## src/hdl/imh_pkg.sv

```systemverilog
package imh_pkg;

   localparam int KEY_W = 32;
   localparam int ID_W  = 10;

   typedef enum logic [1:0] {
      CMD_LOAD     = 2'd0,
      CMD_EXTRACT  = 2'd1,
      CMD_DECREASE = 2'd2,
      CMD_NONE     = 2'd3
   } cmd_type;

   typedef enum logic [1:0] {
      ST_OK       = 2'd0,
      ST_EMPTY    = 2'd1,
      ST_OVERFLOW = 2'd2,
      ST_RSVD     = 2'd3
   } status_type;

   typedef struct packed {
      logic [1:0]              command;
      logic signed [KEY_W-1:0] key;
      logic [ID_W-1:0]         item_id;
      logic                    last;
   } req_type;

   typedef struct packed {
      logic [ID_W-1:0]         min_id;
      logic signed [KEY_W-1:0] min_key;
      logic [1:0]              status;
   } rsp_type;

endpackage

```

## src/hdl/imh_fifo.sv

```systemverilog
module imh_fifo import imh_pkg::*; (
   input  logic    clock,
   input  logic    reset,
   input  logic    in_valid,
   output logic    in_ready,
   input  req_type in_data,
   output logic    out_valid,
   input  logic    out_ready,
   output req_type out_data
);

   // two-entry queue between front and back
   req_type    buf_ff [2];
   logic [1:0] cnt_ff, cnt_in;
   logic       wp_ff, rp_ff;
   logic       push, pop;

   assign in_ready  = (cnt_ff != 2'd2);
   assign out_valid = (cnt_ff != 2'd0);
   assign out_data  = buf_ff[rp_ff];
   assign push = in_valid && in_ready;
   assign pop  = out_valid && out_ready;

   always_comb begin
      cnt_in = cnt_ff;
      if (push && !pop) cnt_in = cnt_ff + 2'd1;
      else if (pop && !push) cnt_in = cnt_ff - 2'd1;
   end

   always_ff @(posedge clock) begin
      if (reset) begin
         cnt_ff <= '0;
         wp_ff  <= 1'b0;
         rp_ff  <= 1'b0;
      end else begin
         cnt_ff <= cnt_in;
         if (push) wp_ff <= ~wp_ff;
         if (pop)  rp_ff <= ~rp_ff;
      end
   end

   always_ff @(posedge clock) begin
      if (push) buf_ff[wp_ff] <= in_data;
   end

endmodule

```

## config.mk

```make
export PLATFORM = sky130hd
export DESIGN_NAME = imh_fifo
export DESIGN_NICKNAME = d
export VERILOG_FILES = /design/src/hdl/imh_pkg.sv /design/src/hdl/imh_fifo.sv
export SDC_FILE = /design/constraint.sdc
export NUM_CORES = 1
export LEC_CHECK = 0
export BUFFER_PORTS_ARGS = -buffer_cell sky130_fd_sc_hd__buf_2
export CAP_MARGIN = 20
export CORE_MARGIN = 3
export CORE_UTILIZATION = 51
export DETAILED_ROUTE_END_ITERATION = 6
export PLACE_DENSITY = 0.83
export SKIP_LAST_GASP = 1
export SYNTH_ARGS = -nofsm -noshare
export SYNTH_HDL_FRONTEND = slang
export SYNTH_SLANG_ARGS = --single-unit
```

## constraint.sdc

```tcl
create_clock -name clock -period 2.5 [get_ports clock]
set_clock_uncertainty 0.15 [all_clocks]
set_input_delay 0 -clock clock [delete_from_list [all_inputs] [get_ports clock]]
set_output_delay 0 -clock clock [all_outputs]
set_load 0.01 [all_outputs]
```

==> metrics.yaml <==
status: "finished clean"
syn_to_final_growth_pct: 36.7
ctsResizeCount: 0
seqPwrFrac: 0.498
grt_usage: 0.180
clkPwrFrac: 0.232
grt_start_max_net_pins: 35
synthCells: 164
grt_pass1_wl_um: 10100
clock-root-buffer: "clkbuf_8"
relSlewSlack: 0.745
dp_hpwl_um: 4010
routed-via-count: 1988
fmax_mhz: 536
critPathLaunchType: "flop"
drc: 0
antenna_cells: 0
p_int_mw: 2.95
setup_tns_ns: 0
worst_ir_drop_vdd_uv: 554
power_density_nw_per_um2: 881
crit_path_end_kind: "output port"
rr_worst_depth: 5
worst-path-stages: 3
drtAntennaViolNets: 0
holdPathStages: 3
finalCritPeriodShare: 0.746
start_util: 0.537
stdcell_count: 399
synth_top_area_frac: 0.780
swShare: 0.293
die_x_um: 88.5
antenna_found_initial: 0
num_rows: 29
grt_pass1_vias: 2114
cts_tree: "yes"
synth_cell_types: 18
cts_max_level: 3
port_buffers: 95
rsz0062_at_grt: "false"
cp.required_ns: 2.35
crit_type: "flop to output port"
synth-seq-area-share: 0.808
via_per_inst: 4.98
drt_wl_total_um: 6780
core_area_um2: 6460
die_h_um: 88.5
drive_gt1_frac: 0.512
p_comb_frac: 0.271
worst_pin_slew_ns: 0.383
dr.pass1.iters: 6
crit_family: "flip-flops"
synthesis.nets: 214
hold_class: "input pin to flop"
syn_area_um2: 3470
p_sw_mw: 1.22
syn_avg_cell_area_um2: 21.1
clock_sinks: 95
clk_pin_slew_ns: 0.10
io_pins: 96
dieArea_um2: 7820
slew_violations: 0
synth_area_leader_cell: "edfxtp_1"
fin_hold_ws_ns: 0.0764
grt_overflow: 0
synth_warnings: 0
cp_cell_sequence: "buf_12 -> mux2_2 -> buf_2"
crit_path_max_fanout: 33
ys_ff_latch: 95
dp_cells: 335
slowest_stage: "dfxtp_2"
cp_num_buf_inv: 2
clock_path_buffers: 2
final_nets: 367
arrival_ns: 1.72
cts_buffers: 9
ys_top_cells_by_area: "edfxtp_1 (78%), mux2_2 (15%), dfxtp_1 (2.9%), buf_4 (0.87%), xor2_1 (0.76%)"
clk_latency_ns: 0.35
setup_viol: 0
leakage_nw: 1.81
avgRoutedWirePerCell_um: 17.0
dr.first_iter.drc_count: 121
slowest_delay_ns: 0.55
min_period_ns: 1.87
drv_cap: 0
gp_congestion: 0.780
hold_viol: 0
-- cells in the mapped netlist (all sizes together) --
library cell	count
a21bo	1
edfxtp	90
dfxtp	5
o21ai	2
and2	1
a21oi	2
or3	1
and3	1
ha	1
mux2	45
buf	5
inv	1
nand3b	1
nand2b	1
nor2	3
or2	1
xor2	3
-- tightest hold or removal path, delay by kind of cell --
kind,cells,cell delay [ns]
simple gates,1,0.11
buf+inv,2,0.26
-- cells in the final DEF (no fill, tap or decap), drive strengths merged --
cell,instances
buf,99
edfxtp,90
dlygate4sd3,48
mux2,45
clkbuf,9
dfxtp,5
inv,5
xor2,3
nor2,3
o21ai,2
a21oi,2
clkinv,2
nand2b,1
and2,1
or2,1
and3,1
nand3b,1
or3,1
a21bo,1
ha,1
clkinvlp,1
-- state kept, by name (all words and copies together), names as in the netlist, named ones only --
register,flops
cnt_ff,2
wp_ff,1
buf_ff,90
rp_ff,1
-- per-stage QoR --
stage	total power, mW	worst slack [ns]	util	area (um^2)
4_1_cts	4.20	0.634	0.734	4740
3_3_place_gp	3.15	0.795	0.629	4060
6_report	4.17	0.634	0.734	4740
2_1_floorplan	2.76	0.178	-	3470
3_5_place_dp	3.18	0.699	0.629	4060
5_1_grt	4.39	0.560	0.734	4740
-- repair_timing --
action,4_1_cts,5_1_grt
hold buffers,48,0
setup buffers,0,0
hold endpoints to repair,95,0
-- worst paths after layout --
check / from / endpoint / slack [ns]
worst min register to register: cnt_ff[1] / cnt_ff[1] / 0.40
worst max-delay path: flop / out_data[37] / 0.63
worst max register to register: cnt_ff[0] / cnt_ff[1] / 0.68
worst min-delay path: in_valid / buf_ff[0][21] / 0.08
-- routing by layer --
layer,global-route usage,wire length (um),vias to the layer above
met4,0.0687,109,0
met1,0.211,2660,970
li1,-,-,951
met3,0.0549,317,8
met2,0.313,3700,59
met5,0,0,-
-- area by class of cell --
type | count | area (um^2)
Clock buffer | 9 | 124
Clock inverter | 7 | 75.1
Timing Repair Buffer | 147 | 1010
Tap cell | 77 | 96.3
Sequential cell | 95 | 2800
Fill cell | 399 | 1720
Inverter | 1 | 3.75
Multi-Input combinational cell | 63 | 627
-- logic make-up (layout without fill, tap and decap cells) --
family | count (synthesis) | after routing | synth area share
compound gates | 5 | 5 | 0.00866
xor+xnor | 3 | 3 | 0.00758
fa+ha+maj | 1 | 1 | 0.00361
buf+inv | 6 | 164 | 0.0112
flops | 95 | 95 | 0.808
mux | 45 | 45 | 0.146
simple gates | 9 | 9 | 0.0144
-- power groups by stage --
stage | registers, mW | logic, mW | clock network, mW
global route | 2.10 | 1.21 | 1.07
floorplan | 2.07 | 0.696 | 0
global placement | 2.10 | 1.05 | 0
detailed placement | 2.11 | 1.07 | 0
CTS | 2.08 | 1.13 | 0.989
finish | 2.08 | 1.13 | 0.968
Note: power is estimated with default switching activity, not from simulation.
